===== config.mk =====
export PLATFORM = sky130hd
export DESIGN_NAME = ring_write_index_unwrapper
export DESIGN_NICKNAME = d
export VERILOG_FILES = /design/src/rwiu_pkg.sv /design/src/rwiu_ser_mul.sv /design/src/rwiu_ser_div.sv /design/src/rwiu_ser_acc.sv /design/src/ring_write_index_unwrapper.sv
export SDC_FILE = /design/constraint.sdc
export NUM_CORES = 1
export LEC_CHECK = 0
export ABC_CLOCK_PERIOD_IN_PS = 18000
export BUFFER_PORTS_ARGS = -buffer_cell sky130_fd_sc_hd__buf_4
export CAP_MARGIN = 5
export CORE_AREA = 2 2 238 240
export CTS_CLUSTER_SIZE = 20
export DETAILED_ROUTE_END_ITERATION = 6
export DIE_AREA = 0 0 240 242
export GPL_ROUTABILITY_DRIVEN = 0
export PLACE_DENSITY = 0.78
export REMOVE_ABC_BUFFERS = 1
export SLEW_MARGIN = 20
export SYNTH_ARGS = -nofsm -noshare
export SYNTH_HDL_FRONTEND = slang
export SYNTH_SLANG_ARGS = --single-unit

===== constraint.sdc =====
create_clock -name clk_i -period 18 [get_ports clk_i]
set_input_delay 1.8 -clock clk_i [delete_from_list [all_inputs] [get_ports clk_i]]
set_output_delay 1.8 -clock clk_i [all_outputs]
set_load 0.01 [all_outputs]

===== src/rwiu_pkg.sv =====
`default_nettype none

package rwiu_pkg;

  // field and datapath widths
  localparam int unsigned IDX_W     = 16;
  localparam int unsigned FRM_W     = 32;
  localparam int unsigned FSZ_W     = 15;
  localparam int unsigned RING_W    = 17;
  localparam int unsigned HALF_W    = 16;
  localparam int unsigned TOT_W     = 64;
  localparam int unsigned PROD_W    = 47;
  localparam int unsigned NUM_W     = 48;
  localparam int unsigned ERR_W     = 18;
  localparam int unsigned CFG_W     = 32;
  localparam int unsigned CFG_IDX_W = 2;
  localparam int unsigned STS_W     = 2;

  localparam logic [RING_W-1:0] RING_RESET = RING_W'(1024);
  localparam logic [RING_W-1:0] RING_MIN   = RING_W'(2);

  typedef enum logic [CFG_IDX_W-1:0] {
    REG_RING_SIZE,
    REG_START_INDEX,
    REG_START_FRAMES,
    REG_FRAME_SIZE
  } reg_idx_e;

  typedef enum logic [STS_W-1:0] {
    STS_OK,
    STS_CFG_INVALID,
    STS_INDEX_RANGE,
    STS_FRAME_LARGE
  } status_e;

  typedef enum logic [2:0] {
    ST_IDLE,
    ST_MUL,
    ST_PREP,
    ST_DIV,
    ST_FIN,
    ST_ACC,
    ST_OUT
  } state_e;

endpackage

`default_nettype wire


===== src/rwiu_ser_mul.sv =====
`default_nettype none

// shift-add multiplier, one multiplier bit per cycle
module rwiu_ser_mul (
  input  wire logic                           clk_i,
  input  wire logic                           rst_ni,
  input  wire logic                           start_i,
  input  wire logic [rwiu_pkg::FRM_W-1:0]     multiplier_i,
  input  wire logic [rwiu_pkg::FSZ_W-1:0]     multiplicand_i,
  output logic                                done_o,
  output logic [rwiu_pkg::PROD_W-1:0]         product_o
);

  localparam int unsigned HI_W  = rwiu_pkg::NUM_W - rwiu_pkg::FRM_W;
  localparam int unsigned CNT_W = $clog2(rwiu_pkg::FRM_W);

  logic [rwiu_pkg::NUM_W-1:0] prod_q, prod_d;
  logic [rwiu_pkg::FSZ_W-1:0] mcand_q, mcand_d;
  logic [CNT_W-1:0]           cnt_q, cnt_d;
  logic                       busy_q, busy_d;
  logic                       done_q, done_d;
  logic [HI_W:0]              sum;

  always_comb begin
    sum = {1'b0, prod_q[rwiu_pkg::NUM_W-1:rwiu_pkg::FRM_W]}
        + (prod_q[0] ? (HI_W+1)'(mcand_q) : '0);
  end

  always_comb begin
    prod_d  = prod_q;
    mcand_d = mcand_q;
    cnt_d   = cnt_q;
    busy_d  = busy_q;
    done_d  = 1'b0;
    if (start_i) begin
      prod_d  = {{HI_W{1'b0}}, multiplier_i};
      mcand_d = multiplicand_i;
      cnt_d   = '0;
      busy_d  = 1'b1;
    end else if (busy_q) begin
      prod_d = {sum, prod_q[rwiu_pkg::FRM_W-1:1]};
      cnt_d  = cnt_q + CNT_W'(1);
      if (cnt_q == '1) begin
        busy_d = 1'b0;
        done_d = 1'b1;
      end
    end
  end

  always_ff @(posedge clk_i or negedge rst_ni) begin
    if (!rst_ni) begin
      cnt_q  <= '0;
      busy_q <= 1'b0;
      done_q <= 1'b0;
    end else begin
      cnt_q  <= cnt_d;
      busy_q <= busy_d;
      done_q <= done_d;
    end
  end

  always_ff @(posedge clk_i) begin
    prod_q  <= prod_d;
    mcand_q <= mcand_d;
  end

  assign done_o    = done_q;
  assign product_o = prod_q[rwiu_pkg::PROD_W-1:0];

endmodule

`default_nettype wire


===== src/rwiu_ser_div.sv =====
`default_nettype none

// restoring divider, one quotient bit per cycle; keeps remainder and a nonzero flag
module rwiu_ser_div (
  input  wire logic                           clk_i,
  input  wire logic                           rst_ni,
  input  wire logic                           start_i,
  input  wire logic [rwiu_pkg::NUM_W-1:0]     dividend_i,
  input  wire logic [rwiu_pkg::RING_W-1:0]    divisor_i,
  output logic                                done_o,
  output logic [rwiu_pkg::RING_W-1:0]         rem_o,
  output logic                                quot_nz_o
);

  localparam int unsigned CNT_W = $clog2(rwiu_pkg::NUM_W);
  localparam logic [CNT_W-1:0] CNT_LAST = CNT_W'(rwiu_pkg::NUM_W - 1);

  logic [rwiu_pkg::NUM_W-1:0]  num_q, num_d;
  logic [rwiu_pkg::RING_W-1:0] rem_q, rem_d;
  logic [rwiu_pkg::RING_W-1:0] dvs_q, dvs_d;
  logic                        nz_q, nz_d;
  logic [CNT_W-1:0]            cnt_q, cnt_d;
  logic                        busy_q, busy_d;
  logic                        done_q, done_d;
  logic [rwiu_pkg::RING_W:0]   trial;
  logic [rwiu_pkg::RING_W:0]   diff;

  always_comb begin
    trial = {rem_q, num_q[rwiu_pkg::NUM_W-1]};
    diff  = trial - {1'b0, dvs_q};
  end

  always_comb begin
    num_d  = num_q;
    rem_d  = rem_q;
    dvs_d  = dvs_q;
    nz_d   = nz_q;
    cnt_d  = cnt_q;
    busy_d = busy_q;
    done_d = 1'b0;
    if (start_i) begin
      num_d  = dividend_i;
      rem_d  = '0;
      dvs_d  = divisor_i;
      nz_d   = 1'b0;
      cnt_d  = '0;
      busy_d = 1'b1;
    end else if (busy_q) begin
      num_d = {num_q[rwiu_pkg::NUM_W-2:0], 1'b0};
      if (trial >= {1'b0, dvs_q}) begin
        rem_d = diff[rwiu_pkg::RING_W-1:0];
        nz_d  = 1'b1;
      end else begin
        rem_d = trial[rwiu_pkg::RING_W-1:0];
      end
      cnt_d = cnt_q + CNT_W'(1);
      if (cnt_q == CNT_LAST) begin
        busy_d = 1'b0;
        done_d = 1'b1;
      end
    end
  end

  always_ff @(posedge clk_i or negedge rst_ni) begin
    if (!rst_ni) begin
      cnt_q  <= '0;
      busy_q <= 1'b0;
      done_q <= 1'b0;
    end else begin
      cnt_q  <= cnt_d;
      busy_q <= busy_d;
      done_q <= done_d;
    end
  end

  always_ff @(posedge clk_i) begin
    num_q <= num_d;
    rem_q <= rem_d;
    dvs_q <= dvs_d;
    nz_q  <= nz_d;
  end

  assign done_o    = done_q;
  assign rem_o     = rem_q;
  assign quot_nz_o = nz_q;

endmodule

`default_nettype wire


===== src/rwiu_ser_acc.sv =====
`default_nettype none

// running word total, updated by a bit-serial adder as the total register rotates
module rwiu_ser_acc (
  input  wire logic                           clk_i,
  input  wire logic                           rst_ni,
  input  wire logic                           clear_i,
  input  wire logic                           start_i,
  input  wire logic [rwiu_pkg::NUM_W-1:0]     addend_i,
  output logic                                done_o,
  output logic [rwiu_pkg::TOT_W-1:0]          total_o
);

  localparam int unsigned CNT_W = $clog2(rwiu_pkg::TOT_W);

  logic [rwiu_pkg::TOT_W-1:0] tot_q, tot_d;
  logic [rwiu_pkg::NUM_W-1:0] add_q, add_d;
  logic                       carry_q, carry_d;
  logic [CNT_W-1:0]           cnt_q, cnt_d;
  logic                       busy_q, busy_d;
  logic                       done_q, done_d;
  logic                       a, b;

  always_comb begin
    a       = tot_q[0];
    b       = add_q[0];
    tot_d   = tot_q;
    add_d   = add_q;
    carry_d = carry_q;
    cnt_d   = cnt_q;
    busy_d  = busy_q;
    done_d  = 1'b0;
    if (clear_i) begin
      tot_d  = '0;
      busy_d = 1'b0;
    end else if (start_i) begin
      add_d   = addend_i;
      carry_d = 1'b0;
      cnt_d   = '0;
      busy_d  = 1'b1;
    end else if (busy_q) begin
      tot_d   = {a ^ b ^ carry_q, tot_q[rwiu_pkg::TOT_W-1:1]};
      carry_d = (a & b) | (a & carry_q) | (b & carry_q);
      add_d   = {1'b0, add_q[rwiu_pkg::NUM_W-1:1]};
      cnt_d   = cnt_q + CNT_W'(1);
      if (cnt_q == '1) begin
        busy_d = 1'b0;
        done_d = 1'b1;
      end
    end
  end

  always_ff @(posedge clk_i or negedge rst_ni) begin
    if (!rst_ni) begin
      tot_q  <= '0;
      cnt_q  <= '0;
      busy_q <= 1'b0;
      done_q <= 1'b0;
    end else begin
      tot_q  <= tot_d;
      cnt_q  <= cnt_d;
      busy_q <= busy_d;
      done_q <= done_d;
    end
  end

  always_ff @(posedge clk_i) begin
    add_q   <= add_d;
    carry_q <= carry_d;
  end

  assign done_o  = done_q;
  assign total_o = tot_q;

endmodule

`default_nettype wire


===== src/ring_write_index_unwrapper.sv =====
`default_nettype none

// channel | direction | handshake             | payload
// in      | input     | in_valid_i/in_stall_o  | write_index_i, frame_count_i
// out     | output    | out_valid_o/out_stall_i| total_words_o, status_o
// cfg     | input     | cfg_we_i               | cfg_index_i, cfg_wdata_i
//
// one observation at a time; a rejected observation goes from idle straight to the output state
// with no frame size: idle, finish, the bit-serial total update, then the output state
// with frame size: 32 multiplier steps and prepare first; the 48 divider steps run only on a shortfall
// reset clears the total and loads last index/frame count from the start registers
// the output register holds a finished transfer while out_stall_i is high; the next
// observation is taken as soon as the result has moved into that register
module ring_write_index_unwrapper #(
  parameter int unsigned MAX_RING_WORDS = 65536
) (
  input  wire logic                            clk_i,
  input  wire logic                            rst_ni,
  // configuration writes
  input  wire logic                            cfg_we_i,
  input  wire logic [rwiu_pkg::CFG_IDX_W-1:0]  cfg_index_i,
  input  wire logic [rwiu_pkg::CFG_W-1:0]      cfg_wdata_i,
  // observations
  input  wire logic                            in_valid_i,
  output logic                                 in_stall_o,
  input  wire logic [rwiu_pkg::IDX_W-1:0]      write_index_i,
  input  wire logic [rwiu_pkg::FRM_W-1:0]      frame_count_i,
  // results
  output logic                                 out_valid_o,
  input  wire logic                            out_stall_i,
  output logic [rwiu_pkg::TOT_W-1:0]           total_words_o,
  output logic [rwiu_pkg::STS_W-1:0]           status_o
);

  localparam logic [31:0] MAX_RING = 32'(MAX_RING_WORDS);

  // configuration registers
  logic [rwiu_pkg::RING_W-1:0] ring_q, ring_d;
  logic [rwiu_pkg::IDX_W-1:0]  start_idx_q, start_idx_d;
  logic [rwiu_pkg::FRM_W-1:0]  start_frm_q, start_frm_d;
  logic [rwiu_pkg::FSZ_W-1:0]  fsz_q, fsz_d;
  logic                        restart;

  // tracking state
  logic [rwiu_pkg::IDX_W-1:0]  last_idx_q, last_idx_d;
  logic [rwiu_pkg::FRM_W-1:0]  last_frm_q, last_frm_d;

  // per-observation working registers
  rwiu_pkg::state_e            state_q, state_d;
  rwiu_pkg::status_e           status_q, status_d;
  rwiu_pkg::status_e           sts_c;
  logic [rwiu_pkg::RING_W-1:0] mod_delta_q, mod_delta_d;
  logic                        lift_en_q, lift_en_d;

  // output register
  logic                        out_valid_q, out_valid_d;
  logic [rwiu_pkg::TOT_W-1:0]  total_q;
  logic [rwiu_pkg::STS_W-1:0]  status_out_q;

  // unit handshakes
  logic                        in_accept;
  logic                        out_free;
  logic                        mul_start, div_start, acc_start, out_load;
  logic                        mul_done, div_done, acc_done;
  logic [rwiu_pkg::PROD_W-1:0] product;
  logic [rwiu_pkg::RING_W-1:0] div_rem;
  logic                        div_nz;
  logic [rwiu_pkg::TOT_W-1:0]  acc_total;

  // derived values
  logic                        cfg_ok;
  logic [rwiu_pkg::RING_W-1:0] mod_delta_c;
  logic [rwiu_pkg::HALF_W-1:0] half;
  logic                        exp_gt;
  logic [rwiu_pkg::NUM_W-1:0]  dividend;
  logic [rwiu_pkg::ERR_W-1:0]  rnd_diff;
  logic [rwiu_pkg::ERR_W-1:0]  rnd_err;
  logic                        lift;
  logic [rwiu_pkg::NUM_W-1:0]  observed;

  // ---------------------------------------------------------------------------
  // configuration port; writes to the ring size or either start register
  // restart tracking from the (new) start values
  // ---------------------------------------------------------------------------
  always_comb begin
    ring_d      = ring_q;
    start_idx_d = start_idx_q;
    start_frm_d = start_frm_q;
    fsz_d       = fsz_q;
    restart     = 1'b0;
    if (cfg_we_i) begin
      unique case (rwiu_pkg::reg_idx_e'(cfg_index_i))
        rwiu_pkg::REG_RING_SIZE: begin
          ring_d  = cfg_wdata_i[rwiu_pkg::RING_W-1:0];
          restart = 1'b1;
        end
        rwiu_pkg::REG_START_INDEX: begin
          start_idx_d = cfg_wdata_i[rwiu_pkg::IDX_W-1:0];
          restart     = 1'b1;
        end
        rwiu_pkg::REG_START_FRAMES: begin
          start_frm_d = cfg_wdata_i[rwiu_pkg::FRM_W-1:0];
          restart     = 1'b1;
        end
        rwiu_pkg::REG_FRAME_SIZE: begin
          fsz_d = cfg_wdata_i[rwiu_pkg::FSZ_W-1:0];
        end
        default: begin
        end
      endcase
    end
  end

  // ---------------------------------------------------------------------------
  // checks on the incoming observation, in order of precedence
  // ---------------------------------------------------------------------------
  always_comb begin
    cfg_ok = (ring_q >= rwiu_pkg::RING_MIN) && (32'(ring_q) <= MAX_RING)
          && ({1'b0, start_idx_q} < ring_q);
    if (!cfg_ok) begin
      sts_c = rwiu_pkg::STS_CFG_INVALID;
    end else if ({1'b0, write_index_i} >= ring_q) begin
      sts_c = rwiu_pkg::STS_INDEX_RANGE;
    end else if ((fsz_q != '0) && ({1'b0, fsz_q, 1'b0} >= ring_q)) begin
      sts_c = rwiu_pkg::STS_FRAME_LARGE;
    end else begin
      sts_c = rwiu_pkg::STS_OK;
    end
  end

  // modular advance of the write index around the ring
  always_comb begin
    if (write_index_i >= last_idx_q) begin
      mod_delta_c = {1'b0, write_index_i - last_idx_q};
    end else begin
      mod_delta_c = ring_q - {1'b0, last_idx_q} + {1'b0, write_index_i};
    end
  end

  assign half = ring_q[rwiu_pkg::RING_W-1:1];

  // expected advance above the modular one: numerator for the rounded ring count
  always_comb begin
    exp_gt   = product > rwiu_pkg::PROD_W'(mod_delta_q);
    dividend = {1'b0, product} + rwiu_pkg::NUM_W'(half)
             - rwiu_pkg::NUM_W'(mod_delta_q);
  end

  // lifted minus expected equals half a ring less the division remainder,
  // so the lift check and the lifted value need no second multiplication
  always_comb begin
    rnd_diff = rwiu_pkg::ERR_W'(half) - rwiu_pkg::ERR_W'(div_rem);
    rnd_err  = rnd_diff[rwiu_pkg::ERR_W-1] ? (~rnd_diff + rwiu_pkg::ERR_W'(1)) : rnd_diff;
    lift     = lift_en_q && div_nz && (rnd_err <= rwiu_pkg::ERR_W'(fsz_q));
    if (lift) begin
      observed = {1'b0, product}
               + {{(rwiu_pkg::NUM_W-rwiu_pkg::ERR_W){rnd_diff[rwiu_pkg::ERR_W-1]}},
                  rnd_diff};
    end else begin
      observed = rwiu_pkg::NUM_W'(mod_delta_q);
    end
  end

  // ---------------------------------------------------------------------------
  // sequencer
  // ---------------------------------------------------------------------------
  assign out_free  = !out_valid_q || !out_stall_i;
  assign in_accept = in_valid_i && !in_stall_o;

  always_comb begin
    state_d = state_q;
    unique case (state_q)
      rwiu_pkg::ST_IDLE: begin
        if (in_valid_i) begin
          if (sts_c != rwiu_pkg::STS_OK) begin
            state_d = rwiu_pkg::ST_OUT;
          end else if (fsz_q == '0) begin
            state_d = rwiu_pkg::ST_FIN;
          end else begin
            state_d = rwiu_pkg::ST_MUL;
          end
        end
      end
      rwiu_pkg::ST_MUL: begin
        if (mul_done) begin
          state_d = rwiu_pkg::ST_PREP;
        end
      end
      rwiu_pkg::ST_PREP: begin
        state_d = exp_gt ? rwiu_pkg::ST_DIV : rwiu_pkg::ST_FIN;
      end
      rwiu_pkg::ST_DIV: begin
        if (div_done) begin
          state_d = rwiu_pkg::ST_FIN;
        end
      end
      rwiu_pkg::ST_FIN: begin
        state_d = rwiu_pkg::ST_ACC;
      end
      rwiu_pkg::ST_ACC: begin
        if (acc_done) begin
          state_d = rwiu_pkg::ST_OUT;
        end
      end
      rwiu_pkg::ST_OUT: begin
        if (out_free) begin
          state_d = rwiu_pkg::ST_IDLE;
        end
      end
      default: begin
        state_d = rwiu_pkg::ST_IDLE;
      end
    endcase
  end

  always_comb begin
    in_stall_o = 1'b1;
    mul_start  = 1'b0;
    div_start  = 1'b0;
    acc_start  = 1'b0;
    out_load   = 1'b0;
    unique case (state_q)
      rwiu_pkg::ST_IDLE: begin
        in_stall_o = 1'b0;
        mul_start  = in_valid_i && (sts_c == rwiu_pkg::STS_OK) && (fsz_q != '0);
      end
      rwiu_pkg::ST_MUL: begin
      end
      rwiu_pkg::ST_PREP: begin
        div_start = exp_gt;
      end
      rwiu_pkg::ST_DIV: begin
      end
      rwiu_pkg::ST_FIN: begin
        acc_start = 1'b1;
      end
      rwiu_pkg::ST_ACC: begin
      end
      rwiu_pkg::ST_OUT: begin
        out_load = out_free;
      end
      default: begin
      end
    endcase
  end

  // working and tracking registers
  always_comb begin
    status_d    = status_q;
    mod_delta_d = mod_delta_q;
    lift_en_d   = lift_en_q;
    last_idx_d  = last_idx_q;
    last_frm_d  = last_frm_q;
    if (restart) begin
      last_idx_d = start_idx_d;
      last_frm_d = start_frm_d;
    end else if (in_accept) begin
      status_d  = sts_c;
      lift_en_d = 1'b0;
      if (sts_c == rwiu_pkg::STS_OK) begin
        // a rejected observation leaves the tracking state alone
        mod_delta_d = mod_delta_c;
        last_idx_d  = write_index_i;
        last_frm_d  = frame_count_i;
      end
    end else if (state_q == rwiu_pkg::ST_PREP) begin
      lift_en_d = exp_gt;
    end
  end

  assign out_valid_d = out_load ? 1'b1 : (out_valid_q && out_stall_i);

  always_ff @(posedge clk_i or negedge rst_ni) begin
    if (!rst_ni) begin
      ring_q      <= rwiu_pkg::RING_RESET;
      start_idx_q <= '0;
      start_frm_q <= '0;
      fsz_q       <= '0;
      last_idx_q  <= '0;
      last_frm_q  <= '0;
      state_q     <= rwiu_pkg::ST_IDLE;
      status_q    <= rwiu_pkg::STS_OK;
      lift_en_q   <= 1'b0;
      out_valid_q <= 1'b0;
    end else begin
      ring_q      <= ring_d;
      start_idx_q <= start_idx_d;
      start_frm_q <= start_frm_d;
      fsz_q       <= fsz_d;
      last_idx_q  <= last_idx_d;
      last_frm_q  <= last_frm_d;
      state_q     <= state_d;
      status_q    <= status_d;
      lift_en_q   <= lift_en_d;
      out_valid_q <= out_valid_d;
    end
  end

  always_ff @(posedge clk_i) begin
    mod_delta_q <= mod_delta_d;
    if (out_load) begin
      total_q      <= acc_total;
      status_out_q <= status_q;
    end
  end

  // ---------------------------------------------------------------------------
  // serial units
  // ---------------------------------------------------------------------------
  rwiu_ser_mul u_mul (
    .clk_i          (clk_i),
    .rst_ni         (rst_ni),
    .start_i        (mul_start),
    .multiplier_i   (frame_count_i - last_frm_q),
    .multiplicand_i (fsz_q),
    .done_o         (mul_done),
    .product_o      (product)
  );

  rwiu_ser_div u_div (
    .clk_i      (clk_i),
    .rst_ni     (rst_ni),
    .start_i    (div_start),
    .dividend_i (dividend),
    .divisor_i  (ring_q),
    .done_o     (div_done),
    .rem_o      (div_rem),
    .quot_nz_o  (div_nz)
  );

  rwiu_ser_acc u_acc (
    .clk_i    (clk_i),
    .rst_ni   (rst_ni),
    .clear_i  (restart),
    .start_i  (acc_start),
    .addend_i (observed),
    .done_o   (acc_done),
    .total_o  (acc_total)
  );

  assign out_valid_o   = out_valid_q;
  assign total_words_o = total_q;
  assign status_o      = status_out_q;

`ifndef NO_ASSERTIONS
  // the total is only updated for an accepted observation
  a_acc_ok: assert property (@(posedge clk_i) disable iff (!rst_ni)
    (state_q == rwiu_pkg::ST_ACC) |-> (status_q == rwiu_pkg::STS_OK))
    else $error("total update for a rejected observation");

  // each unit finishes only while the sequencer waits for it
  a_mul_done: assert property (@(posedge clk_i) disable iff (!rst_ni)
    mul_done |-> (state_q == rwiu_pkg::ST_MUL))
    else $error("multiplier finished out of sequence");

  a_div_done: assert property (@(posedge clk_i) disable iff (!rst_ni)
    div_done |-> (state_q == rwiu_pkg::ST_DIV))
    else $error("divider finished out of sequence");

  a_acc_done: assert property (@(posedge clk_i) disable iff (!rst_ni)
    acc_done |-> (state_q == rwiu_pkg::ST_ACC))
    else $error("accumulator finished out of sequence");

  // the division only runs when the expected advance exceeds the modular one
  a_div_lift: assert property (@(posedge clk_i) disable iff (!rst_ni)
    (state_q == rwiu_pkg::ST_DIV) |-> lift_en_q)
    else $error("ring count computed without a shortfall");
`endif

endmodule

`default_nettype wire


==> results of run 1 <==
## cells in the final DEF, fill, tap and decap left out, types with 24 or more instances in the layout
master and n:
a211oi_1 24, a21o_1 91, a21oi_1 243, a22o_1 65, a31oi_1 26, and2_1 27, buf_4 175, clkbuf_16 54
dfrtp_1 221, dfxtp_1 34, edfxtp_1 244, fa_1 39, ha_1 322, inv_1 340, mux2_2 72, mux2i_1 58
nand2_1 327, nand2b_1 25, nand3_1 43, nand4_1 31, nor2_1 208, nor2b_1 34, nor3_1 36, o21a_1 26
o21ai_0 293, xnor2_1 118, xor2_1 68
## routing by layer
layer | wire, um | global-route usage [%] | vias to the layer above
met5 | 13 | 0 | -
met4 | 3750 | 12.0 | 2
li1 | - | - | 12500
met2 | 40400 | 47.4 | 903
met1 | 37400 | 41.4 | 12700
met3 | 5560 | 4.23 | 207
## per-stage QoR
stage	setup WS, ns	hold WS, ns	area [um2]	std cells
floorplan	3.13	0.425	32600	3322
CTS	11.48	0.459	36700	4353
global route	10.96	0.492	36700	4354
finish	11.43	0.461	36700	4354
global placement	11.71	0.445	35000	4254
detailed placement	11.53	0.451	35000	4254
## final cells by class
| cell class | count | area share (%) |
|---|---|---|
| Antenna cell | 1 | 0.00682 |
| Clock buffer | 73 | 3.96 |
| Clock inverter | 26 | 0.712 |
| Inverter | 343 | 3.51 |
| Multi-Input combinational cell | 2479 | 48.7 |
| Sequential cell | 500 | 36.9 |
| Tap cell | 756 | 2.58 |
| Timing Repair Buffer | 176 | 3.62 |
## final timing paths
| path | startpoint | endpoint | slack (ns) | cells past startpoint |
|---|---|---|---|---|
| min | u_mul.prod_q[47] | u_mul.prod_q[47] | 0.46 | 1 |
| max | ring_q[1] | u_acc.add_q[47] | 11.43 | 23 |
| min reg2reg | u_mul.prod_q[47] | u_mul.prod_q[47] | 0.46 | 1 |
| max in group asynchronous | rst_ni | u_acc.total_o[30] | 14.54 | 3 |
| max reg2reg | ring_q[1] | u_acc.add_q[47] | 11.43 | 23 |
| min in group asynchronous | rst_ni | last_frm_q[29] | 1.18 | 1 |
## flip-flops by register name (all words and copies together), names as in the netlist, 6 cells and up
signal	count
fsz_q	15
u_div.dvs_q	17
start_frm_q	32
last_frm_q	32
u_div.num_q	48
u_acc.total_o	64
u_div.cnt_q	6
u_acc.add_q	48
start_idx_q	16
u_mul.mcand_q	15
u_mul.prod_q	48
mod_delta_q	17
last_idx_q	16
u_div.rem_o	17
ring_q	17
u_acc.cnt_q	6
total_words_o	64
## cell families after synthesis
kind of cell    after synthesis
mux                         130
compound gates              965
fa+ha+maj                   361
buf+inv                     457
flops                       500
simple gates                837
xor+xnor                    186
## power groups by stage
stage / Combinational [mW] / Sequential [mW] / Clock, mW
5_1_grt: 1.37 / 1.32 / 1.15
2_1_floorplan: 0.912 / 1.31 / 0
4_1_cts: 1.21 / 1.31 / 1.10
3_5_place_dp: 1.20 / 1.33 / 0
3_3_place_gp: 1.18 / 1.33 / 0
6_report: 1.23 / 1.31 / 1.09
==> flow_summary.ini, run 1 <==
[status]
status = complete, but fails checks
violations = design-rule violations

[yosys]
synth_top_area_share_pct = 22.1
synth_top_family_by_area = compound AO/OA/AOI/OAI gates
synth-simple-area-share_pct = 11.7
dominantRegCellSynth = edfxtp_1
synth_fa_ha_area_share_pct = 14.5
async_reset_ff_share_pct = 44.4
ys_seq_area_share_pct = 41.0
netlist_instances = 3436
syn_avg_cell_area_um2 = 9.63
yosys-top-cells-count = 341 x inv_1, 328 x nand2_1, 322 x ha_1, 293 x o21ai_0
yosysTopAreaCell = edfxtp_1
netlist_area_mm2 = 0.0331
synth_most_common_cell = inv_1
synth-seq-cells = 500
synth_edf_count = 244
synth-compound-area-share_pct = 18.4
ys_warn_count = 0
synth_xor_xnor_area_share_pct = 4.92
synth_area_leaders = edfxtp_1 22%, dfrtp_1 17%, ha_1 12%, o21ai_0 4.4%, inv_1 3.9%
muxShareOfSynthArea_pct = 4.20
synth.distinct_cells = 84

[clock_tree]
cts.clk_slew.worst_paths_ns = 0.06
cts_tree = yes
numCtsBuffers = 53
htreeDepth = 2
cts_buffer_depth = 3
clk-insertion-delay-late_ns = 0.63
clkSinkCount = 500
post_cts_resized = 0
cts_hold_buf = 0
root_buffer = clkbuf_16
post_cts_buffers = 0

[floorplan]
fp.dieH_um = 242
io_pins = 155
rows = 87
die-area_mm2 = 0.0581
start_util_pct = 59.4
die_x_um = 240
core_area_mm2 = 0.0557

[sta]
fin_tns_setup_ns = 0
skew_ns = 0.0178
worstMarginPinSlew_ns = 1.06
rsz0062_at_grt = no
setup_viol = 0
finalMaxSlewViolations = 0
max_freq_mhz = 152
slew-limit-headroom_pct = 29.5
finalCritPeriodShare_pct = 36.5
hold_viol = 0
fin_crit_ns = 6.57

[global_route]
grt_pass1_vias = 25100
grt-ovfl-total = 0
grtUsageTotal_pct = 29.9
grt_pass1_wl_um = 137000
antenna_found_initial = 2
grt_max_degree = 95

[layout]
drive_gt1_share_pct = 10.5
multi_input_area_mm2 = 0.0179
fill_cells = 4489
final_util_pct = 65.9
syn_to_final_growth_pct = 10.9
register_area_mm2 = 0.0136
layout.nets = 4001

[power_and_ir_drop]
total_power_mw = 3.64
p_per_area_mw_per_mm2 = 99.1
p_comb_share_pct = 33.9
irDropWorstVdd_v = 0.0000968
clock_power_share_pct = 30.0
power.internal_mw = 2.39
p_switching_mw = 1.25
seqPwrFrac_pct = 36.1
p_leak_nw = 16.5
p_sw_share_pct = 34.4

[worst_setup_path]
critPathKind = flip-flop to flip-flop
cpPeakStageDelay_ns = 0.62
worst_path_max_delay_cell = a21oi_1
cp_top_family = compound AO/OA/AOI/OAI gates
path_buf_inv = 3
crit_arrival_ns = 6.92
cp_data_required_time_ns = 18.35
crit_chain = inv_1 > ha_1 > nor2b_1 > o2111a_1 > o31ai_2 > a31o_4 > o21bai_1 > nand3_1 > a21oi_1 > inv_1 > buf_4 > ha_1 > a21oi_1 > o21ai_0 > a2111oi_0 > o21ai_0 > a31oi_1 > o21ai_0 > o21ai_0 > o21ai_0 > a41oi_1 > nor4b_1 > nor4_1
cp_max_fo = 36
cp-start-kind = flip-flop
crit_path_end_kind = flip-flop
critical_path.most_common_cell = o21ai_0

[route]
avgViaCountPerCell = 6.03
drc = 9
ant_nets = 0
num_vias = 26200
wl_per_cell_um = 20.0
drt_iter0_markers = 2257
drt_first_pass_iters = 7
wl_um = 87100

[job]
drv_cap = 0

[worst_hold_path]
hp-class = flip-flop to flip-flop

[placed_design]
io_buffers = 154
dp_hpwl_um = 64900
Power figures use the tool's default switching activity.
==> run 2: changes to the inputs <==
Settings changed: ABC_CLOCK_PERIOD_IN_PS 18000 to 5800, CORE_AREA 2 2 238 240 to 2 2 244 246, DIE_AREA 0 0 240 242 to 0 0 246 248, PLACE_DENSITY 0.78 to 0.77.
Clock period 18 ns to 5.8 ns, I/O delays scaled along.
==> run 2 against run 1 <==
Effect of this change:
- the flow now finishes without violations
- utilization shrank 2.2 points
- sequential share of layout area shrank 0.50 points
- power grew to 3.2 times the previous value
- routed wire length grew 0.71%
- worst hold slack lost 0.40 ns
- clock skew grew 0.013 ns
- largest power group unchanged
- combinational power grew to 3.2 times the previous value
- global-route usage shrank 1.5 points
- flip-flop and latch count is the same
- non-clock buffer count grew 33
==> flow_summary.ini, run 2 (synthesis results as in run 1) <==
[layout]
antennaDiodeCount = 0
layout.nets = 4034
final_common_cell = inv_1
most-common-layout-cells = 338 x inv_1, 327 x nand2_1, 322 x ha_1
drive_gt1_share_pct = 12.0
layout.cells.non_filler = 4403
syn_to_final_growth_pct = 12.5

[route]
wl_met3_um = 5850
ant_nets = 0
avgViaCountPerCell = 5.98
wl_um = 87700
top_layer_used = met5
num_vias = 26300
met1Wirelength_um = 37400
drc = 0
route.met2.wl_um = 40100
drt_first_pass_iters = 6
drt_iter0_markers = 2037
wl_per_cell_um = 19.9

[clock_tree]
numCtsBuffers = 53
cts_buffer_depth = 3
clk-insertion-delay-late_ns = 0.61
clkSinkCount = 500
htreeDepth = 2
root_buffer = clkbuf_16
cts_hold_buf = 0
cts.clk_slew.worst_paths_ns = 0.06
cts_tree = yes

[floorplan]
die-area_mm2 = 0.0610
io_pins = 155
rows = 89
start_util_pct = 56.6
die_x_um = 246
fp.dieH_um = 248
core_area_mm2 = 0.0585

[power_and_ir_drop]
p_leak_nw = 16.7
p_per_area_mw_per_mm2 = 309
irDropWorstVdd_v = 0.000268

[job]
drv_cap = 0

[status]
status = finished clean

[placed_design]
dpl.cell_count = 4302
io_buffers = 154
dp_hpwl_um = 65600
place_ws_ns = -0.0264

[worst_setup_path]
crit_arrival_ns = 5.92
cp_max_fo = 4
r2r_end = u_acc.add_q[43]
crit_path_end_kind = flip-flop
critPathKind = flip-flop to flip-flop
r2r_slack_ns = 0.20
r2r.worst_path.cells = 21
cp-start-kind = flip-flop
cp_data_required_time_ns = 6.13
worstReg2RegStart = ring_q[2]

[sta]
worstMarginPinSlew_ns = 1.05
skew_ns = 0.0308
hold_slack_ns = 0.0619
finalMaxSlewViolations = 0
finalCritPeriodShare_pct = 96.5
max_freq_mhz = 179
fin_crit_ns = 5.60
setup_viol = 0
postLayoutSetupSlackWorst_ns = 0.205
slew-limit-headroom_pct = 29.8
hold_viol = 0

[global_route]
grt_pass1_vias = 24900
grt_pass1_wl_um = 136000
grtUsageTotal_pct = 28.4
antenna_found_initial = 2
grt-ovfl-total = 0
grt_max_degree = 114

[worst_hold_path]
hp-class = primary input to asynchronous set/reset pin
==> run 2: metrics by stage <==
stage / util [%] / setup TNS (ns) / total power [mW] / area, um2
3_3_place_gp: 60.4 / 0 / 7.84 / 35300
5_1_grt: 63.7 / -0.0591 / 12.1 / 37200
6_report: 63.7 / 0 / 11.5 / 37200
4_1_cts: 63.5 / 0 / 11.4 / 37100
3_5_place_dp: 60.4 / -0.0326 / 7.92 / 35300
2_1_floorplan: - / -1171.40 / 6.89 / 32600
==> run 2: worst max path at each step <==
stage	slack (ns)	startpoint	end
2_1_floorplan	-7.85	write_index_i[0]	u_mul.prod_q[23]
3_3_place_gp	0.16	ring_q[1]	u_acc.add_q[43]
3_5_place_dp	-0.03	ring_q[1]	u_acc.add_q[47]
4_1_cts	0.05	ring_q[1]	u_acc.add_q[43]
5_1_grt	-0.06	u_div.rem_o[1]	u_acc.add_q[43]
6_report	0.20	ring_q[2]	u_acc.add_q[43]
==> run 2: critical path: stages (launching register included) <==
cell       delay, ns
dfrtp_1         0.38
buf_4           0.15
ha_1            0.26
nor2b_1         0.23
o2111a_1        0.27
o31ai_2         0.09
a31o_4          0.25
o21bai_1        0.22
nand3_1         0.17
and2_1          0.22
ha_1            0.34
and3_1          0.20
a221o_2         0.43
a2111oi_2       0.35
o21ai_1         0.14
a31oi_1         0.25
o21ai_1         0.15
a221o_1         0.38
a31o_2          0.27
a311oi_2        0.29
xor2_1          0.19
o31ai_1         0.08
==> run 2: timing repair <==
action,CTS,global route
gates cloned,0,0
resized for setup,2,25
pin swaps,0,4
setup buffers,0,2
hold endpoints to repair,0,0
endpoints found under the setup margin,2,48
==> run 2: where the power goes <==
part           leakage (nW)  internal [mW]  switching (mW)
logic                  10.8           1.68            2.28
registers              5.02           3.91           0.140
clock network         0.864           2.02            1.47
total                  16.7           7.61            3.90
==> run 2: cell type report <==
type / instances / area, um2
well taps: 773 / 967
inverters: 343 / 1290
clock buffers: 74 / 1520
repair buffers: 209 / 1640
clock inverters: 25 / 262
flip-flops and latches: 500 / 13600
fillers: 4749 / 21200
multi-input cells: 2479 / 18000
==> run 2: per-layer routing <==
layer / up-vias / GRT usage, %
met2: 901 / 44.5
met5: - / 0
met1: 12700 / 38.7
met4: 4 / 13.5
met3: 206 / 4.49
li1: 12500 / -
